**config.mk**
```make
export PLATFORM = sky130hd
export DESIGN_NAME = unordered_set_table_unit_flat
export DESIGN_NICKNAME = d
export VERILOG_FILES = /design/src/hdl/ust_pkg.sv /design/src/hdl/ust_stream_if.sv /design/src/hdl/ust_ram.sv /design/src/hdl/ust_front.sv /design/src/hdl/ust_back.sv /design/src/hdl/unordered_set_table_unit.sv /design/src/flat_wrapper.sv
export SDC_FILE = /design/constraint.sdc
export NUM_CORES = 2
export LEC_CHECK = 0
export BUFFER_PORTS_ARGS = -buffer_cell sky130_fd_sc_hd__buf_2
export CORE_MARGIN = 2
export CORE_UTILIZATION = 40
export CTS_CLUSTER_DIAMETER = 80
export DETAILED_ROUTE_END_ITERATION = 10
export PLACE_DENSITY = 0.54
export SYNTH_ARGS = -nofsm -noshare
export SYNTH_HDL_FRONTEND = slang
export SYNTH_SLANG_ARGS = --single-unit
export TNS_END_PERCENT = 20
```
**constraint.sdc**
```tcl
create_clock -name clk -period 9.5 [get_ports clk]
set_input_delay 0.475 -clock clk [delete_from_list [all_inputs] [get_ports clk]]
set_output_delay 0.475 -clock clk [all_outputs]
set_load 0.05 [all_outputs]
```
**src/hdl/ust_pkg.sv**
```systemverilog
`default_nettype none

package ust_pkg;

  localparam int DEF_CAPACITY   = 64;
  localparam int DEF_ELEM_WIDTH = 32;

  localparam int KIND_W   = 3;
  localparam int VALUE_W  = 32;
  localparam int SLOT_W   = 6;
  localparam int RND_W    = 16;
  localparam int ITEM_W   = 32;
  localparam int STATUS_W = 2;
  localparam int COUNT_W  = 7;

  // request kinds on the wire
  localparam logic [KIND_W-1:0] KIND_ADD    = 3'd0;
  localparam logic [KIND_W-1:0] KIND_DELETE = 3'd1;
  localparam logic [KIND_W-1:0] KIND_GET    = 3'd2;
  localparam logic [KIND_W-1:0] KIND_CHOOSE = 3'd3;
  localparam logic [KIND_W-1:0] KIND_INSERT = 3'd4;

  // result status codes
  localparam logic [STATUS_W-1:0] ST_OK   = 2'd0;
  localparam logic [STATUS_W-1:0] ST_MISS = 2'd1;
  localparam logic [STATUS_W-1:0] ST_FULL = 2'd2;

  // decoded operations passed from front to back
  localparam int OP_W = 3;
  localparam logic [OP_W-1:0] OP_ADD    = 3'd0;
  localparam logic [OP_W-1:0] OP_DELETE = 3'd1;
  localparam logic [OP_W-1:0] OP_GET    = 3'd2;
  localparam logic [OP_W-1:0] OP_CHOOSE = 3'd3;
  localparam logic [OP_W-1:0] OP_INSERT = 3'd4;
  localparam logic [OP_W-1:0] OP_BAD    = 3'd5;

  typedef struct packed {
    logic [KIND_W-1:0]  kind;
    logic [VALUE_W-1:0] value;
    logic [SLOT_W-1:0]  slot;
    logic [RND_W-1:0]   random_word;
  } req_t;

  typedef struct packed {
    logic [ITEM_W-1:0]   item;
    logic [STATUS_W-1:0] status;
    logic [COUNT_W-1:0]  count;
  } rsp_t;

  typedef struct packed {
    logic [OP_W-1:0]    op;
    logic [VALUE_W-1:0] value;
    logic [SLOT_W-1:0]  slot;
    logic [RND_W-1:0]   random_word;
    logic               slot_ok;
  } cmd_t;

endpackage

`default_nettype wire

```
**src/hdl/ust_stream_if.sv**
```systemverilog
`default_nettype none

interface ust_stream_if #(
  parameter type T = logic
) ();
  logic valid;
  logic ready;
  T     data;

  modport source (output valid, output data, input ready);
  modport sink   (input valid, input data, output ready);
endinterface

`default_nettype wire

```
**src/hdl/ust_ram.sv**
```systemverilog
`default_nettype none

module ust_ram #(
  parameter int WIDTH = 32,
  parameter int DEPTH = 64
) (
  input  wire logic                     clk,
  input  wire logic                     we,
  input  wire logic [$clog2(DEPTH)-1:0] waddr,
  input  wire logic [WIDTH-1:0]         wdata,
  input  wire logic [$clog2(DEPTH)-1:0] raddr,
  output logic      [WIDTH-1:0]         rdata
);

  logic [WIDTH-1:0] mem [DEPTH];

  always_ff @(posedge clk) begin
    if (we) begin
      mem[waddr] <= wdata;
    end
    rdata <= mem[raddr];
  end

endmodule

`default_nettype wire

```
**src/hdl/ust_front.sv**
```systemverilog
`default_nettype none

module ust_front import ust_pkg::*; #(
  parameter int CAPACITY = DEF_CAPACITY
) (
  input  wire logic   clk,
  input  wire logic   rst,
  ust_stream_if.sink  req,
  ust_stream_if.source cmd,
  input  wire logic   clear_busy
);

  // two-entry request queue
  cmd_t       q_mem [2];
  logic       wp;
  logic       rp;
  logic [1:0] fill;
  logic       push;
  logic       pop;
  cmd_t       dec;

  always_comb begin
    dec.value       = req.data.value;
    dec.slot        = req.data.slot;
    dec.random_word = req.data.random_word;
    dec.slot_ok     = (int'(req.data.slot) < CAPACITY);
    unique case (req.data.kind)
      KIND_ADD:    dec.op = OP_ADD;
      KIND_DELETE: dec.op = OP_DELETE;
      KIND_GET:    dec.op = OP_GET;
      KIND_CHOOSE: dec.op = OP_CHOOSE;
      KIND_INSERT: dec.op = OP_INSERT;
      default:     dec.op = OP_BAD;
    endcase
  end

  assign req.ready = !fill[1] && !clear_busy;
  assign push      = req.valid && req.ready;
  assign cmd.valid = (fill != 2'd0);
  assign cmd.data  = q_mem[rp];
  assign pop       = cmd.valid && cmd.ready;

  always_ff @(posedge clk) begin
    if (push) begin
      q_mem[wp] <= dec;
    end
  end

  always_ff @(posedge clk) begin
    if (rst) begin
      wp   <= 1'b0;
      rp   <= 1'b0;
      fill <= 2'd0;
    end else begin
      if (push) begin
        wp <= !wp;
      end
      if (pop) begin
        rp <= !rp;
      end
      if (push && !pop) begin
        fill <= fill + 2'd1;
      end else if (pop && !push) begin
        fill <= fill - 2'd1;
      end
    end
  end

  a_fill_range: assert property (@(posedge clk) disable iff (rst) fill != 2'd3)
    else $error("queue fill out of range");
  a_pop_drains: assert property (@(posedge clk) disable iff (rst)
    (pop && !push) |=> fill == $past(fill) - 2'd1)
    else $error("queue pop lost");
  a_empty_clear: assert property (@(posedge clk) disable iff (rst)
    clear_busy |-> fill == 2'd0)
    else $error("request queued during clearing");

endmodule

`default_nettype wire

```
**src/hdl/ust_back.sv**
```systemverilog
`default_nettype none

module ust_back import ust_pkg::*; #(
  parameter int CAPACITY   = DEF_CAPACITY,
  parameter int ELEM_WIDTH = DEF_ELEM_WIDTH
) (
  input  wire logic    clk,
  input  wire logic    rst,
  ust_stream_if.sink   cmd,
  ust_stream_if.source rsp,
  output logic         clear_busy
);

  localparam int AW   = $clog2(CAPACITY);
  localparam int CW   = $clog2(CAPACITY + 1);
  localparam int PW   = RND_W + CW;
  localparam int CMPW = CW + SLOT_W;

  localparam logic [CW-1:0] CAP_CNT   = CW'(CAPACITY);
  localparam logic [AW-1:0] LAST_ADDR = AW'(CAPACITY - 1);

  localparam logic [2:0] S_CLEAR = 3'd0;
  localparam logic [2:0] S_IDLE  = 3'd1;
  localparam logic [2:0] S_CALC  = 3'd2;
  localparam logic [2:0] S_READ  = 3'd3;
  localparam logic [2:0] S_SCAN  = 3'd4;
  localparam logic [2:0] S_MOVE  = 3'd5;

  logic [2:0]            state, state_next;
  logic [CW-1:0]         cnt, cnt_next;
  logic [AW-1:0]         clr_addr;
  logic [AW-1:0]         scan_idx;
  logic [AW-1:0]         hit_idx;
  logic [ELEM_WIDTH-1:0] value_q;
  logic [PW-1:0]         prod_q;
  logic                  res_valid;
  rsp_t                  res;

  logic                  start;
  logic                  res_load;
  logic [ITEM_W-1:0]     res_item;
  logic [STATUS_W-1:0]   res_status;
  logic                  scan_hit;

  logic                  we;
  logic [AW-1:0]         waddr;
  logic [ELEM_WIDTH-1:0] wdata;
  logic [AW-1:0]         raddr;
  logic [ELEM_WIDTH-1:0] rdata;

  cmd_t                  cur;
  logic [ELEM_WIDTH-1:0] cur_value;
  logic [AW-1:0]         cur_addr;
  logic                  slot_lt_cnt;

  ust_ram #(.WIDTH(ELEM_WIDTH), .DEPTH(CAPACITY)) u_ram (
    .clk   (clk),
    .we    (we),
    .waddr (waddr),
    .wdata (wdata),
    .raddr (raddr),
    .rdata (rdata)
  );

  assign clear_busy  = (state == S_CLEAR);
  assign cmd.ready   = (state == S_IDLE) && !res_valid;
  assign start       = cmd.valid && cmd.ready;
  assign cur         = cmd.data;
  assign cur_value   = ELEM_WIDTH'(cur.value);
  assign cur_addr    = AW'(cur.slot);
  assign slot_lt_cnt = (CMPW'(cur.slot) < CMPW'(cnt));
  assign scan_hit    = (rdata == value_q);

  always_comb begin
    state_next = state;
    cnt_next   = cnt;
    we         = 1'b0;
    waddr      = cur_addr;
    wdata      = cur_value;
    raddr      = '0;
    res_load   = 1'b0;
    res_item   = '0;
    res_status = ST_MISS;
    unique case (state)
      S_CLEAR: begin
        we    = 1'b1;
        waddr = clr_addr;
        wdata = '0;
        if (clr_addr == LAST_ADDR) begin
          state_next = S_IDLE;
        end
      end
      S_IDLE: begin
        if (start) begin
          unique case (cur.op)
            OP_ADD: begin
              res_load = 1'b1;
              if (cnt == CAP_CNT) begin
                res_status = ST_FULL;
              end else begin
                we         = 1'b1;
                waddr      = AW'(cnt);
                cnt_next   = cnt + CW'(1);
                res_status = ST_OK;
              end
            end
            OP_INSERT: begin
              res_load = 1'b1;
              if (cur.slot_ok) begin
                we         = 1'b1;
                res_status = ST_OK;
                if (!slot_lt_cnt) begin
                  cnt_next = CW'(cur.slot) + CW'(1);
                end
              end
            end
            OP_GET: begin
              if (slot_lt_cnt) begin
                raddr      = cur_addr;
                state_next = S_READ;
              end else begin
                res_load = 1'b1;
              end
            end
            OP_CHOOSE: begin
              if (cnt != '0) begin
                state_next = S_CALC;
              end else begin
                res_load = 1'b1;
              end
            end
            OP_DELETE: begin
              if (cnt != '0) begin
                raddr      = '0;
                state_next = S_SCAN;
              end else begin
                res_load = 1'b1;
              end
            end
            default: begin
              res_load = 1'b1;
            end
          endcase
        end
      end
      S_CALC: begin
        raddr      = AW'(prod_q >> RND_W);
        state_next = S_READ;
      end
      S_READ: begin
        res_load   = 1'b1;
        res_status = ST_OK;
        res_item   = ITEM_W'(rdata);
        state_next = S_IDLE;
      end
      S_SCAN: begin
        if (scan_hit) begin
          raddr      = AW'(cnt - CW'(1));
          state_next = S_MOVE;
        end else if (CW'(scan_idx) == cnt - CW'(1)) begin
          res_load   = 1'b1;
          state_next = S_IDLE;
        end else begin
          raddr = scan_idx + AW'(1);
        end
      end
      S_MOVE: begin
        we         = 1'b1;
        waddr      = hit_idx;
        wdata      = rdata;
        cnt_next   = cnt - CW'(1);
        res_load   = 1'b1;
        res_status = ST_OK;
        state_next = S_IDLE;
      end
      default: begin
        state_next = S_IDLE;
      end
    endcase
  end

  // datapath registers
  always_ff @(posedge clk) begin
    if (start) begin
      value_q  <= cur_value;
      prod_q   <= PW'(cur.random_word) * PW'(cnt);
      scan_idx <= '0;
    end else if (state == S_SCAN) begin
      scan_idx <= scan_idx + AW'(1);
      if (scan_hit) begin
        hit_idx <= scan_idx;
      end
    end
    if (res_load) begin
      res.item   <= res_item;
      res.status <= res_status;
      res.count  <= COUNT_W'(cnt_next);
    end
  end

  always_ff @(posedge clk) begin
    if (rst) begin
      state     <= S_CLEAR;
      cnt       <= '0;
      clr_addr  <= '0;
      res_valid <= 1'b0;
    end else begin
      state <= state_next;
      cnt   <= cnt_next;
      if (state == S_CLEAR) begin
        clr_addr <= clr_addr + AW'(1);
      end
      if (res_load) begin
        res_valid <= 1'b1;
      end else if (rsp.ready) begin
        res_valid <= 1'b0;
      end
    end
  end

  assign rsp.valid = res_valid;
  assign rsp.data  = res;

  a_no_overwrite: assert property (@(posedge clk) disable iff (rst)
    res_load |-> !res_valid)
    else $error("result overwritten before taken");
  a_scan_bound: assert property (@(posedge clk) disable iff (rst)
    (state == S_SCAN) |-> (CW'(scan_idx) < cnt))
    else $error("search ran past fill count");
  a_move_dec: assert property (@(posedge clk) disable iff (rst)
    (state == S_MOVE) |=> (cnt == $past(cnt) - CW'(1)))
    else $error("delete did not shrink count");
  a_cnt_cap: assert property (@(posedge clk) disable iff (rst) cnt <= CAP_CNT)
    else $error("fill count beyond capacity");

endmodule

`default_nettype wire

```
**src/hdl/unordered_set_table_unit.sv**
```systemverilog
// Channel  Dir  Payload fields                         Handshake
// req      in   kind, value, slot, random_word          valid/ready
// rsp      out  item, status, count                     valid/ready
//
// Steps: add, insert, unknown kinds and any request that misses at once answer
//   from idle; a get hit reads its slot, a choose hit first scales the random word
//   to a slot and then reads it; delete scans from slot 0 (one slot read per cycle)
//   and moves the last member into the hole, or scans all count slots on a miss.
// Reset: a clearing pass writes zero to every slot, with req.ready held low until it ends.
// Stalls: a two-entry queue takes requests while a result waits on rsp.
`default_nettype none

module unordered_set_table_unit import ust_pkg::*; #(
  parameter int CAPACITY   = DEF_CAPACITY,
  parameter int ELEM_WIDTH = DEF_ELEM_WIDTH
) (
  input  wire logic    clk,
  input  wire logic    rst,
  ust_stream_if.sink   req,
  ust_stream_if.source rsp
);

  // decoded requests between the front (accept, classify, queue)
  // and the back (sequencer over the slot memory)
  ust_stream_if #(.T(cmd_t)) cmd_ch ();

  logic clear_busy;

  ust_front #(.CAPACITY(CAPACITY)) u_front (
    .clk        (clk),
    .rst        (rst),
    .req        (req),
    .cmd        (cmd_ch),
    .clear_busy (clear_busy)
  );

  // back end owns the fill count, the slot memory and the result register
  ust_back #(.CAPACITY(CAPACITY), .ELEM_WIDTH(ELEM_WIDTH)) u_back (
    .clk        (clk),
    .rst        (rst),
    .cmd        (cmd_ch),
    .rsp        (rsp),
    .clear_busy (clear_busy)
  );

endmodule

`default_nettype wire

```
**src/flat_wrapper.sv**
```systemverilog
// flat-port wrapper written by rule: the top's interface ports become plain ports
module unordered_set_table_unit_flat import ust_pkg::*;
#(
  parameter int CAPACITY   = DEF_CAPACITY,
  parameter int ELEM_WIDTH = DEF_ELEM_WIDTH
)
  (clk, rst, req_valid, req_data, req_ready, rsp_valid, rsp_data, rsp_ready);
  ust_stream_if #(.T(req_t)) req_i ();
  ust_stream_if #(.T(rsp_t)) rsp_i ();
  input  wire logic clk;
  input  wire logic rst;
  input wire logic [$bits(req_i.valid)-1:0] req_valid;
  input wire logic [$bits(req_i.data)-1:0] req_data;
  output wire logic [$bits(req_i.ready)-1:0] req_ready;
  output wire logic [$bits(rsp_i.valid)-1:0] rsp_valid;
  output wire logic [$bits(rsp_i.data)-1:0] rsp_data;
  input wire logic [$bits(rsp_i.ready)-1:0] rsp_ready;
  assign req_i.valid = req_valid;
  assign req_i.data = req_data;
  assign req_ready = req_i.ready;
  assign rsp_valid = rsp_i.valid;
  assign rsp_data = rsp_i.data;
  assign rsp_i.ready = rsp_ready;
  unordered_set_table_unit #(.CAPACITY(CAPACITY), .ELEM_WIDTH(ELEM_WIDTH)) u_core (.clk(clk), .rst(rst), .req(req_i), .rsp(rsp_i));
endmodule
```
==> results.toml <==
[run_status]
status = "finished clean"

[yosys]
syn_area_um2 = 93400
synthFlopType = "edfxtp_1"
yosys.area_share.xor_xnor_pct = 0.662
yosys.area.top_type = "edfxtp_1"
synthTopCellsByArea = "edfxtp_1 (72%), nand2_1 (5.5%), mux2i_1 (3.6%)"
synth-simple-area-share_pct = 10.6
synth_cells = 6440
ys_types = 81
synth_warnings = 0
ys_seq_area_share_pct = 73.5
synth_top_family_by_area = "simple AND/OR/NAND/NOR gates"
synthTopCellsByCount = "edfxtp_1 (2247), nand2_1 (1359), mux2i_1 (340)"
syn_area_per_cell_um2 = 14.5
synth_edf_count = 2247
synth.area.mux_share_pct = 4.15
synth_fa_ha_area_share_pct = 2.08
yosysMostFrequentCell = "edfxtp_1"
yosys.area.top_type_share_pct = 72.3
synth-compound-area-share_pct = 6.79
synthArstFlopShare_pct = 0
syn-num-nets = 6616
synth_seq_cells = 2307

[cts]
worstSkewPairLatency_ps = 920
cts.sinks = 2307
root_buffer = "clkbuf_16"
cts_resized = 0
clk_path_buf_depth = 3
cts_inserted_buffers = 231
cts_tree = "built"
cts_max_level = 4
clkTransAtPathRegs_ps = 60

[sta]
setup_violations = 0
fin_crit_ps = 6790
setup-tns-final_ps = 0
hold_viol = 0
rsz0062_at_grt = "false"
finClkSkew_ps = 40.1
worst_pin_slew_ps = 1180
post-route-period-util_pct = 71.5
whs_ps = 304
max-slew-margin-rel_pct = 20.9
drv_slew = 0
layout_setup_ws_ps = 2710
clock.fmax_ghz = 0.147

[global_route]
antenna_found_initial = 7
grt_pass1_vias = 54791
grt_max_degree = 155
grt.total_usage_pct = 23.2
overflow = 0
grt_pass1_wl_um = 399000

[route]
routed_wl_um = 279000
dr.first_iter.drc_count = 6409
dr.pass1.iters = 6
via_count = 56750
viasPerCell = 5.75
wl_per_cell_um = 28.3
drtAntennaViolNets = 0
drc = 0

[worst_setup_path]
required_ps = 10160
critical_path.startpoint_type = "flip-flop"
critPathCaptureType = "flip-flop"
worstPathArrival_ps = 7450
worst-path-max-fanout = 43
critical_path_class = "reg2reg"

[place]
pre_cts_ws_ps = 2620
dp_hpwl_um = 156000
place.gp.congestion = 0.876
io_buffer_count = 103

[power]
seq_power_share_pct = 53.1
ir_drop_uv = 209
p_switching_mw = 5.40
internal-power_mw = 17.1
comb_power_share_pct = 7.3
p_sw_share_pct = 24.0
leakage_nw = 38.3
power_density_nw_per_um2 = 212
power.clock.fraction_pct = 39.6

[finish]
final_nets = 6810
layout-drive-gt1-share_pct = 11.7
synthToLayoutAreaGrowth_pct = 13.7

[floorplan]
die-area_um2 = 237000
die_w_um = 487
core_um2 = 232000
io_pins = 104
rows = 177
die_y_um = 487
initial_utilization_pct = 40.2

[min_path]
holdCritStartpoint = "req_data[6]"
hp-class = "in2reg"

[flow_run]
cap_viol_max_count = 0
## final cells by class
class | count | area, um^2
antenna | 5 | 12.5
multi-input combinational | 3668 | 23400
inverter | 78 | 293
timing repair buffer | 348 | 2700
tap | 3043 | 3810
sequential | 2307 | 68700
clock buffer | 292 | 6110
clock inverter | 132 | 1220
fill | 20171 | 126000
## worst max-delay path, stage by stage (launching register included)
cell and delay, ps:
dfxtp_2 650, buf_4 630, mux2i_1 580, nor2_1 130, fa_1 530, fa_1 500, fa_1 490, inv_1 50
fa_1 480, inv_1 50, ha_1 180, a2111oi_0 300, a21oi_1 110, a2111oi_0 390, o21bai_1 130, a21o_1 180
a21o_1 210, a41o_1 290, o41a_1 360, a21oi_1 190, xnor2_1 80
## through the flow
step	utilization (%)	std cells	power, mW	cell area, um^2
floorplan	-	6440	12.8	93400
global placement	42.3	9382	13.7	98200
detailed placement	42.3	9382	13.8	98200
CTS	45.7	9868	22.6	106000
global route	45.7	9870	23.2	106000
finish	45.7	9873	22.5	106000
## worst paths after layout
path / endpoint / slack [ps] / cells after the start
setup / recovery: u_core.u_back.prod_q[21] / 2710 / 20
hold / removal: u_core.u_front.q_mem[0][6] / 300 / 2
setup reg to reg: u_core.u_back.prod_q[21] / 2710 / 20
hold reg to reg: u_core.u_front.rp / 520 / 2
## routing by layer
metal	part of all wire [%]	up-vias	global-route usage [%]
met5	0.018	-	0
met4	3.5	8	8.25
met3	7.2	386	3.46
met2	46	2282	36.7
met1	43	29272	32.5
li1	-	24802	-
## sequential cells by signal, indices dropped and copies added (netlist names), named ones only
name	count
u_core.u_front.rp	1
u_core.u_back.cnt	7
u_core.u_back.u_ram.rdata	32
u_core.u_back.clr_addr	6
u_core.u_front.q_mem	114
u_core.u_back.prod_q	6
u_core.u_back.u_ram.mem	2048
u_core.u_front.wp	1
u_core.u_front.fill	2
u_core.u_back.rsp.data	41
u_core.u_back.state	3
u_core.u_back.value_q	32
u_core.u_back.hit_idx	6
u_core.u_back.rsp.valid	1
u_core.u_back.scan_idx	6
## logic make-up (layout without fill, tap and decap cells)
kind of cell             count (synthesis)  count (layout)
multiplexers                           382             382
AO/OA/AOI/OAI                          817             817
XOR/XNOR                                69              69
flip-flops                            2307            2307
AND/OR/NAND/NOR                       2285            2285
adder cells (fa/ha/maj)                115             115
other                                    0               5
buffers and inverters                  465             850
## power groups by stage
| stage | combinational, mW | sequential [mW] | clock (mW) |
|---|---|---|---|
| 3_5_place_dp | 1.60 | 12.2 | 0 |
| 6_report | 1.63 | 12.0 | 8.91 |
| 5_1_grt | 1.73 | 12.0 | 9.45 |
| 4_1_cts | 1.63 | 12.0 | 9.06 |
| 2_1_floorplan | 0.788 | 12.1 | 0 |
| 3_3_place_gp | 1.58 | 12.2 | 0 |
## what timing repair did
| action | CTS | global route |
|---|---|---|
| hold buffers | 62 | 0 |
| endpoints found under the hold margin | 133 | 0 |
| setup buffers | 0 | 0 |
## placed cells by master, fill, tap and decap left out, types with 18 or more instances in the layout
master / synthesis / layout
o22ai_1: 35 / 35
a21o_1: 38 / 38
ha_1: 48 / 48
and2_1: 44 / 43
xnor2_1: 21 / 21
nor2b_1: 20 / 20
nor2_4: 3 / 72
a21oi_1: 29 / 29
clkbuf_1: 214 / 52
buf_4: 16 / 168
o221ai_1: 34 / 34
bufinv_16: 0 / 18
a22o_2: 0 / 32
mux2i_1: 340 / 340
clkinv_2: 0 / 40
a22o_1: 66 / 34
nand2b_1: 21 / 20
dlygate4sd3_1: 0 / 62
a221oi_1: 31 / 30
nand2_1: 1359 / 1357
o221a_1: 30 / 30
a31oi_1: 194 / 194
nand4_1: 45 / 45
a32oi_1: 190 / 190
and3_1: 165 / 163
o21ai_0: 47 / 46
dfxtp_1: 60 / 59
edfxtp_1: 2247 / 2247
clkbuf_16: 0 / 232
buf_2: 122 / 103
o2111ai_1: 67 / 67
xor2_1: 47 / 47
nand3_1: 293 / 292
nor2_1: 267 / 201
inv_1: 76 / 76
clkinv_1: 1 / 55
mux2_2: 42 / 42
fa_1: 67 / 67
No activity file was read; power rests on OpenSTA's default activity.
